## src/rtl/core/tfc_pkg.sv

```systemverilog
`timescale 1ns / 1ps
`default_nettype none
// ----------------------------------------------------------------------------
// tfc_pkg
// Shared types and constants of the timed hysteresis fan controller.
// ----------------------------------------------------------------------------
package tfc_pkg;

	localparam int TEMP_W       = 13;
	localparam int STAMP_W      = 32;
	localparam int CFG_DATA_W   = 32;
	localparam int CFG_IDX_W    = 2;
	localparam int TIME_BITS_DEF = 32;

	typedef enum logic [1:0] {
		MODE_IDLE  = 2'd0,
		MODE_ALERT = 2'd1,
		MODE_VENT  = 2'd2
	} mode_t;

	typedef enum logic [CFG_IDX_W-1:0] {
		REG_ON_THR  = 2'd0,
		REG_OFF_THR = 2'd1,
		REG_DELAY   = 2'd2,
		REG_HOLD    = 2'd3
	} reg_idx_t;

	localparam logic signed [TEMP_W-1:0] ON_THR_RST  = 13'sd480;
	localparam logic signed [TEMP_W-1:0] OFF_THR_RST = 13'sd400;
	localparam logic [STAMP_W-1:0]       DELAY_RST   = 32'd60000000;
	localparam logic [STAMP_W-1:0]       HOLD_RST    = 32'd120000000;

	typedef struct packed {
		logic signed [TEMP_W-1:0] on_thr;
		logic signed [TEMP_W-1:0] off_thr;
		logic [STAMP_W-1:0]       delay_us;
		logic [STAMP_W-1:0]       hold_us;
	} cfg_t;

	typedef struct packed {
		logic signed [TEMP_W-1:0] temperature;
		logic [STAMP_W-1:0]       now_us;
	} beat_t;

endpackage
`default_nettype wire

```

## src/rtl/core/tfc_in_stage.sv

```systemverilog
`timescale 1ns / 1ps
`default_nettype none
// ----------------------------------------------------------------------------
// tfc_in_stage
// Input register: holds one accepted beat until the control stage takes it.
// ----------------------------------------------------------------------------
module tfc_in_stage
	import tfc_pkg::*;
(
	input  wire logic  clk,
	input  wire logic  arst_n,
	input  wire logic  in_valid,
	output logic       in_stall,
	input  wire beat_t in_beat,
	input  wire logic  take,
	output logic       valid_s1,
	output beat_t      beat_s1
);

	logic load;

	assign in_stall = valid_s1 && !take;
	assign load     = in_valid && !in_stall;

	always_ff @(posedge clk or negedge arst_n) begin
		if (!arst_n) begin
			valid_s1 <= 1'b0;
		end else if (load) begin
			valid_s1 <= 1'b1;
		end else if (take) begin
			valid_s1 <= 1'b0;
		end
	end

	always_ff @(posedge clk) begin
		if (load) begin
			beat_s1 <= in_beat;
		end
	end

endmodule
`default_nettype wire

```

## src/rtl/core/tfc_ctrl.sv

```systemverilog
`timescale 1ns / 1ps
`default_nettype none
// ----------------------------------------------------------------------------
// tfc_ctrl
// Mode machine, timers and result register. One beat is evaluated per cycle while the result is not stalled.
// ----------------------------------------------------------------------------
module tfc_ctrl
	import tfc_pkg::*;
#(
	parameter int TIME_BITS = TIME_BITS_DEF
) (
	input  wire logic  clk,
	input  wire logic  arst_n,
	input  wire cfg_t  cfg,
	input  wire logic  valid_s1,
	input  wire beat_t beat_s1,
	output logic       take,
	output logic       out_valid,
	input  wire logic  out_stall,
	output logic       fan_on,
	output logic [1:0] mode_out
);

	// compare width covers both the timer and the 32-bit delay registers
	localparam int CW = (TIME_BITS > STAMP_W) ? TIME_BITS : STAMP_W;

	mode_t                mode_q, mode_d;
	logic                 ot_active_q, ot_active_d;
	logic [TIME_BITS-1:0] ot_start_q, ot_start_d;
	logic [TIME_BITS-1:0] fan_start_q, fan_start_d;
	logic                 fan_q, fan_d;

	logic [CW-1:0]        now_w;
	logic [TIME_BITS-1:0] now_t;
	logic [TIME_BITS-1:0] ot_start_eff;
	logic [TIME_BITS-1:0] ot_elapsed, fan_elapsed;
	logic                 hot, cool, ot_done, hold_done;

	assign take = valid_s1 && (!out_valid || !out_stall);

	assign now_w = CW'(beat_s1.now_us);
	assign now_t = now_w[TIME_BITS-1:0];

	assign hot  = beat_s1.temperature > cfg.on_thr;
	assign cool = beat_s1.temperature < cfg.off_thr;

	// a fresh over-temperature starts its timer on this very beat
	assign ot_start_eff = ot_active_q ? ot_start_q : now_t;
	assign ot_elapsed   = now_t - ot_start_eff;
	assign fan_elapsed  = now_t - fan_start_q;
	assign ot_done      = CW'(ot_elapsed) >= CW'(cfg.delay_us);
	assign hold_done    = CW'(fan_elapsed) >= CW'(cfg.hold_us);

	// next mode
	always_comb begin
		mode_d = mode_q;
		unique case (mode_q)
			MODE_IDLE: begin
				if (hot) mode_d = MODE_ALERT;
			end
			MODE_ALERT: begin
				if (!hot) mode_d = MODE_IDLE;
				else if (ot_done) mode_d = MODE_VENT;
			end
			MODE_VENT: begin
				if (cool || hold_done) mode_d = MODE_IDLE;
			end
			default: mode_d = MODE_IDLE;
		endcase
	end

	// timer and fan updates
	always_comb begin
		ot_active_d = ot_active_q;
		ot_start_d  = ot_start_q;
		fan_start_d = fan_start_q;
		fan_d       = fan_q;
		unique case (mode_q)
			MODE_IDLE: begin
				ot_active_d = hot;
				if (hot && !ot_active_q) ot_start_d = now_t;
			end
			MODE_ALERT: begin
				if (hot) begin
					ot_start_d  = ot_start_eff;
					ot_active_d = !ot_done;
					if (ot_done) begin
						fan_d       = 1'b1;
						fan_start_d = now_t;
					end
				end else begin
					ot_active_d = 1'b0;
				end
			end
			MODE_VENT: begin
				if (cool || hold_done) fan_d = 1'b0;
			end
			default: ;
		endcase
	end

	always_ff @(posedge clk or negedge arst_n) begin
		if (!arst_n) begin
			mode_q      <= MODE_IDLE;
			ot_active_q <= 1'b0;
			ot_start_q  <= '0;
			fan_start_q <= '0;
			fan_q       <= 1'b0;
			out_valid   <= 1'b0;
		end else begin
			if (take) begin
				mode_q      <= mode_d;
				ot_active_q <= ot_active_d;
				ot_start_q  <= ot_start_d;
				fan_start_q <= fan_start_d;
				fan_q       <= fan_d;
				out_valid   <= 1'b1;
			end else if (!out_stall) begin
				out_valid   <= 1'b0;
			end
		end
	end

	always_ff @(posedge clk) begin
		if (take) begin
			fan_on   <= fan_d;
			mode_out <= mode_d;
		end
	end

	// fan runs exactly while venting
	a_fan_mode: assert property (@(posedge clk) disable iff (!arst_n)
		fan_q == (mode_q == MODE_VENT))
		else $error("fan state out of step with mode");

	// over-temperature timer only lives in alert
	a_ot_alert: assert property (@(posedge clk) disable iff (!arst_n)
		ot_active_q |-> (mode_q == MODE_ALERT))
		else $error("over-temperature timer active outside alert");

	// fan start time is the stamp of the beat that started it
	a_fan_start: assert property (@(posedge clk) disable iff (!arst_n)
		(take && mode_q == MODE_ALERT && mode_d == MODE_VENT)
		|=> fan_start_q == $past(now_t))
		else $error("fan start time not taken from the starting beat");

	// result register reflects the committed state
	a_res_state: assert property (@(posedge clk) disable iff (!arst_n)
		take |=> (fan_on == fan_q) && (mode_out == mode_q))
		else $error("result beat does not match state");

endmodule
`default_nettype wire

```

## src/rtl/core/timed_hysteresis_fan_controller.sv

```systemverilog
`timescale 1ns / 1ps
`default_nettype none
// ----------------------------------------------------------------------------
// timed_hysteresis_fan_controller
// Three-mode thermostat fan control with over-temperature delay and fan hold.
// ----------------------------------------------------------------------------
// One control tick per cycle, sustained while the result is not stalled. A
// tick lands in the input register, then the mode machine evaluates it
// against the stored timers and writes the result register. The mode/timer
// update loop sets that rate. A stalled result holds the control stage; one
// more tick waits in the input register before in_stall rises. Temperatures
// are signed 1/16 degC; elapsed times are wrapping differences modulo
// 2^TIME_BITS. Write configuration only while no tick is in flight.
module timed_hysteresis_fan_controller
	import tfc_pkg::*;
#(
	parameter int TIME_BITS = TIME_BITS_DEF
) (
	input  wire logic                  clk,
	input  wire logic                  arst_n,
	input  wire logic                  cfg_we,
	input  wire logic [CFG_IDX_W-1:0]  cfg_index,
	input  wire logic [CFG_DATA_W-1:0] cfg_data,
	input  wire logic                  in_valid,
	output logic                       in_stall,
	input  wire logic signed [TEMP_W-1:0] temperature,
	input  wire logic [STAMP_W-1:0]    now_us,
	output logic                       out_valid,
	input  wire logic                  out_stall,
	output logic                       fan_on,
	output logic [1:0]                 mode_out
);

	cfg_t  cfg_q;
	beat_t in_beat;
	beat_t beat_s1;
	logic  valid_s1;
	logic  take;

	always_ff @(posedge clk or negedge arst_n) begin
		if (!arst_n) begin
			cfg_q.on_thr   <= ON_THR_RST;
			cfg_q.off_thr  <= OFF_THR_RST;
			cfg_q.delay_us <= DELAY_RST;
			cfg_q.hold_us  <= HOLD_RST;
		end else if (cfg_we) begin
			unique case (reg_idx_t'(cfg_index))
				REG_ON_THR:  cfg_q.on_thr   <= cfg_data[TEMP_W-1:0];
				REG_OFF_THR: cfg_q.off_thr  <= cfg_data[TEMP_W-1:0];
				REG_DELAY:   cfg_q.delay_us <= cfg_data[STAMP_W-1:0];
				REG_HOLD:    cfg_q.hold_us  <= cfg_data[STAMP_W-1:0];
				default: ;
			endcase
		end
	end

	assign in_beat.temperature = temperature;
	assign in_beat.now_us      = now_us;

	tfc_in_stage u_in (
		.clk      (clk),
		.arst_n   (arst_n),
		.in_valid (in_valid),
		.in_stall (in_stall),
		.in_beat  (in_beat),
		.take     (take),
		.valid_s1 (valid_s1),
		.beat_s1  (beat_s1)
	);

	tfc_ctrl #(
		.TIME_BITS (TIME_BITS)
	) u_ctrl (
		.clk       (clk),
		.arst_n    (arst_n),
		.cfg       (cfg_q),
		.valid_s1  (valid_s1),
		.beat_s1   (beat_s1),
		.take      (take),
		.out_valid (out_valid),
		.out_stall (out_stall),
		.fan_on    (fan_on),
		.mode_out  (mode_out)
	);

endmodule
`default_nettype wire

```

## config.mk

```make
export PLATFORM = sky130hd
export DESIGN_NAME = timed_hysteresis_fan_controller
export DESIGN_NICKNAME = d
export VERILOG_FILES = /design/src/rtl/core/tfc_pkg.sv /design/src/rtl/core/tfc_in_stage.sv /design/src/rtl/core/tfc_ctrl.sv /design/src/rtl/core/timed_hysteresis_fan_controller.sv
export SDC_FILE = /design/constraint.sdc
export NUM_CORES = 1
export LEC_CHECK = 0
export BUFFER_PORTS_ARGS = -buffer_cell sky130_fd_sc_hd__buf_2
export CAP_MARGIN = 20
export CORE_ASPECT_RATIO = 2
export CORE_MARGIN = 2
export CORE_UTILIZATION = 56
export CTS_CLUSTER_SIZE = 30
export DETAILED_ROUTE_END_ITERATION = 7
export PLACE_DENSITY_LB_ADDON = 0.08
export RECOVER_POWER = 50
export SYNTH_ARGS = -nofsm -noshare
export SYNTH_HDL_FRONTEND = slang
export SYNTH_HIERARCHICAL = 1
export SYNTH_SLANG_ARGS = --single-unit
```

## constraint.sdc

```tcl
create_clock -name clk -period 5.3 [get_ports clk]
set_input_delay 0.53 -clock clk [delete_from_list [all_inputs] [get_ports clk]]
set_output_delay 0.53 -clock clk [all_outputs]
set_load 0.01 [all_outputs]
```

==> impl_results.md <==
- Residual DRC: 0
- Vias/cell: 5.85
- Io pins: 89
- Switching part of the total power: 40.1%
- RSZ-0062 raised after global routing: false
- Gpl congestion: 0.925
- CTS Buffer Depth: 3
- Mapped cell area: 0.0136 mm²
- CORE AREA: 0.0239 mm²
- Drt initial violations: 369
- EDFF count, synth: 48
- Maximum VDD drop: 0.000335 V
- Crit-path max FO: 7
- Critical path class: flop to flop
- Slew margin rel.: -125%
- Setup-failing EPs final: 0
- Sequential fraction of the synthesis area: 40.2%
- Synthesized Nets: 1484
- Post-CTS repair timing setup buffer count: 0
- Initial Util: 57.0%
- Fraction of registers with async set/reset: 76.9%
- Filler cells: 2001
- Post-synthesis to final-layout area growth: 13.2%
- Num rows: 80
- Fin crit period: 5030 ps
- Yosys cell types: 69
- R2R cell count: 22
- Crit path buffers/inverters: 4
- Clk pin slew, worst setup/hold paths: 70 ps
- FF-to-FF End: u_ctrl/fan_start_q[31]
- Die Ht: 225 µm
- Max Cap Violations: 2
- Slew Limit Fails: 94
- Die area: 0.0257 mm²
- Psw: 3.60 mW
- Clk_skew: 9.95 ps
- Clk network pwr share: 15.6%
- Gr usage total: 26.9%
- FF-to-FF Start: u_in/beat_s1[0]
- Outcome: complete, but fails checks
- Worst hold endpoint: u_in/beat_s1[13]
- WHS Path Cells: 1
- Final core utilization: 64.6%
- CP Capture Type: flop
- Cells after DPL: 1642
- Total CTS buffers: 21
- Final Net Count: 1623
- R2r setup slk: 270 ps
- Ys flop type: dfrtp_1
- Via count: 9838
- Hold path start: now_us[13]
- CP Launch Type: flop
- Hold Vio Cnt, Final: 0
- Share of cells above drive strength 1: 26.8%
- Die width: 114 µm
- Clk_lat worst skew: 520 ps
- Delay-heaviest family, CP: compound AO/OA/AOI/OAI gates
- Synth Area per Inst: 11.0 µm²
- Drt pass-1 iters: 4
- Register share of total power: 26.6%
- Root buffer cell: clkbuf_16
- First-pass GRT wire length: 52900 µm
- Warnings, synthesis: 6
- H-Tree Level Count: 1
- Violations in the final reports: max-capacitance violations, max-slew violations
- Worst setup path startpoint: u_in/beat_s1[0]
- Routed wire length: 34100 µm
- Cells along the critical path: inv_1 > buf_4 > o21ai_0 > ha_2 > inv_1 > fa_2 > a211oi_2 > o21ai_2 > a32oi_2 > o211a_1 > o22ai_1 > or4_4 > nand2_2 > o311ai_1 > ha_1 > nand4_1 > or2_2 > a211oi_2 > a211o_1 > and3_4 > clkbuf_16 > mux2_4
- Vias in the first global route: 10300
- Cell count after synthesis: 1242
- Largest net degree at the start of global routing: 61
- Cell area after placement: 0.0147 mm²
- Fin area: 0.0154 mm²
- Detail Route Antenna Nets: 0
- Crit path DAT: 5430 ps
- Count of input and output buffers: 88
- PD cells: 582 mW/mm²
- Routed WL per cell: 20.3 µm
- Worst Hold Class: input pin to flop
- Fin Hold WS: 182 ps
- Critical path required time: 5700 ps
- Num Clock Sinks: 208
- Comb power frac: 57.8%
- Post-route clock period utilization: 94.8%
- Grt ovf: 0
- Worst-margin pin slew: 3370 ps
- CTS tree: done
- Max Fclk: 0.199 GHz
- Slowest CP cell: or4_4
- Initial antenna violation count: 1
- Leakage: 7.38 nW
- Internal power: 5.38 mW
- Non-Filler Instances: 1682
- Register bit total from synthesis: 208
- Max stage delay on crit path: 430 ps
- TNS Setup: 0 ps
- Post-DP HPWL: 26000 µm
## layout by cell type, fill, tap and decap left out, drive strengths merged, types with 5 or more instances in the layout
| master | n |
|---|---|
| xor2 | 12 |
| o21a | 9 |
| nand2b | 18 |
| buf | 133 |
| dfrtp | 133 |
| nor2 | 40 |
| inv | 142 |
| mux2 | 154 |
| clkinv | 9 |
| a211oi | 13 |
| nand4 | 16 |
| o21bai | 8 |
| nand2 | 38 |
| clkbuf | 35 |
| and3 | 10 |
| dfstp | 27 |
| nand3b | 6 |
| nand3 | 21 |
| ha | 156 |
| or2 | 5 |
| a21oi | 71 |
| o21ai | 41 |
| nor3 | 15 |
| and2 | 8 |
| a21o | 57 |
| nor2b | 13 |
| o211ai | 7 |
| nor3b | 5 |
| mux2i | 34 |
| xnor2 | 40 |
| and4 | 9 |
| a31oi | 13 |
| edfxtp | 48 |
## registers in the layout, indices dropped and copies added (netlist names)
signal	cells
u_ctrl/fan_start_q	32
u_in/beat_s1	45
u_ctrl/fan_on	1
u_ctrl/mode_q	2
cfg_q	90
u_ctrl/ot_start_q	32
u_ctrl/mode_out	2
u_ctrl/ot_active_q	1
u_ctrl/out_valid	1
u_ctrl/fan_q	1
u_in/valid_s1	1
## cells by family after synthesis
kind of cell / Yosys count / synth area share (%)
AOI/OAI and AO/OA: 254 / 12.3
and+or+nand+nor: 214 / 8.50
DFF: 208 / 40.2
muxes: 188 / 16.0
buffers and inverters: 168 / 5.13
adders and majority gates: 158 / 14.6
xor gates and xnor gates: 52 / 3.34
## power groups by stage
stage	Sequential (mW)	Clock, mW	Combinational (mW)
after global routing	2.44	1.49	5.77
after CTS	2.38	1.44	5.11
final	2.39	1.40	5.19
after detailed placement	2.41	0	5.03
after global placement	2.40	0	4.93
after floorplan	2.31	0	3.70
## cell type report
cell class	count	area, µm²	share of cell area [%]
multi-input cells	866	7520	48.7
flip-flops and latches	208	5480	35.5
repair buffers	142	930	6.02
clock buffers	26	544	3.52
inverters	142	533	3.45
well taps	287	359	2.32
clock inverters	10	76.3	0.494
diodes	1	2.50	0.0162
## metrics by stage
step	total power [mW]	setup slack, ps
final	8.98	274
after global routing	9.70	11.3
after CTS	8.94	53.0
after detailed placement	7.44	-61.2
after global placement	7.33	29.1
after floorplan	6.01	89.9
## cell usage after synthesis (12+ instances only)
| master | instances | share of area [%] |
|---|---|---|
| ha_1 | 156 | 14 |
| dfstp_2 | 27 | 5.2 |
| a21oi_1 | 71 | 2.6 |
| dfrtp_1 | 133 | 24 |
| xor2_1 | 12 | 0.77 |
| edfxtp_1 | 48 | 11 |
| inv_1 | 142 | 3.9 |
| nand3_1 | 21 | 0.77 |
| a21o_1 | 57 | 3.1 |
| nand2b_1 | 17 | 0.78 |
| a211oi_1 | 12 | 0.66 |
| nand2_1 | 38 | 1.0 |
| mux2_2 | 122 | 10 |
| nor3_1 | 15 | 0.55 |
| o21ai_0 | 40 | 1.5 |
| mux2i_1 | 34 | 2.5 |
| mux2_4 | 30 | 3.3 |
| nor2b_1 | 13 | 0.60 |
| nand4_1 | 16 | 0.73 |
| nor2_1 | 40 | 1.1 |
| xnor2_1 | 40 | 2.6 |
| a31oi_1 | 13 | 0.60 |
## worst register-to-register path: cells and delay by family (launching register included)
kind            cells  cell delay, ps
simple gates        5            1240
mux                 1             310
compound gates      9            1620
flops               1             340
buf+inv             4             460
fa+ha+maj           3             920
## per-layer routing
layer  vias to the layer above  routed length [µm]  global-route usage, %  part of all wire [%]
met2                       177               18800                   51.5                    55
met4                         0                2460                   16.8                   7.2
met5                         -                   0                      0                     0
met1                      4804               11900                   26.5                    35
met3                       100                 970                   3.05                   2.8
li1                       4757                   -                      -                     -
## worst max-delay path by stage
stage / end / depth (start not counted)
floorplan: u_ctrl/fan_start_q[0] / 24
global placement: u_ctrl/fan_start_q[28] / 22
detailed placement: u_ctrl/fan_start_q[29] / 22
CTS: u_ctrl/fan_start_q[17] / 22
global route: u_ctrl/mode_out[1] / 22
finish: u_ctrl/fan_start_q[31] / 22
## repair_timing
action                     4_1_cts  5_1_grt
gates cloned                     1        2
pin swaps                        1        5
gates resized for setup          3       14
setup endpoints to repair       28       35
hold endpoints to repair         0        0
hold buffers                     0        0
Power figures use the tool's default switching activity.
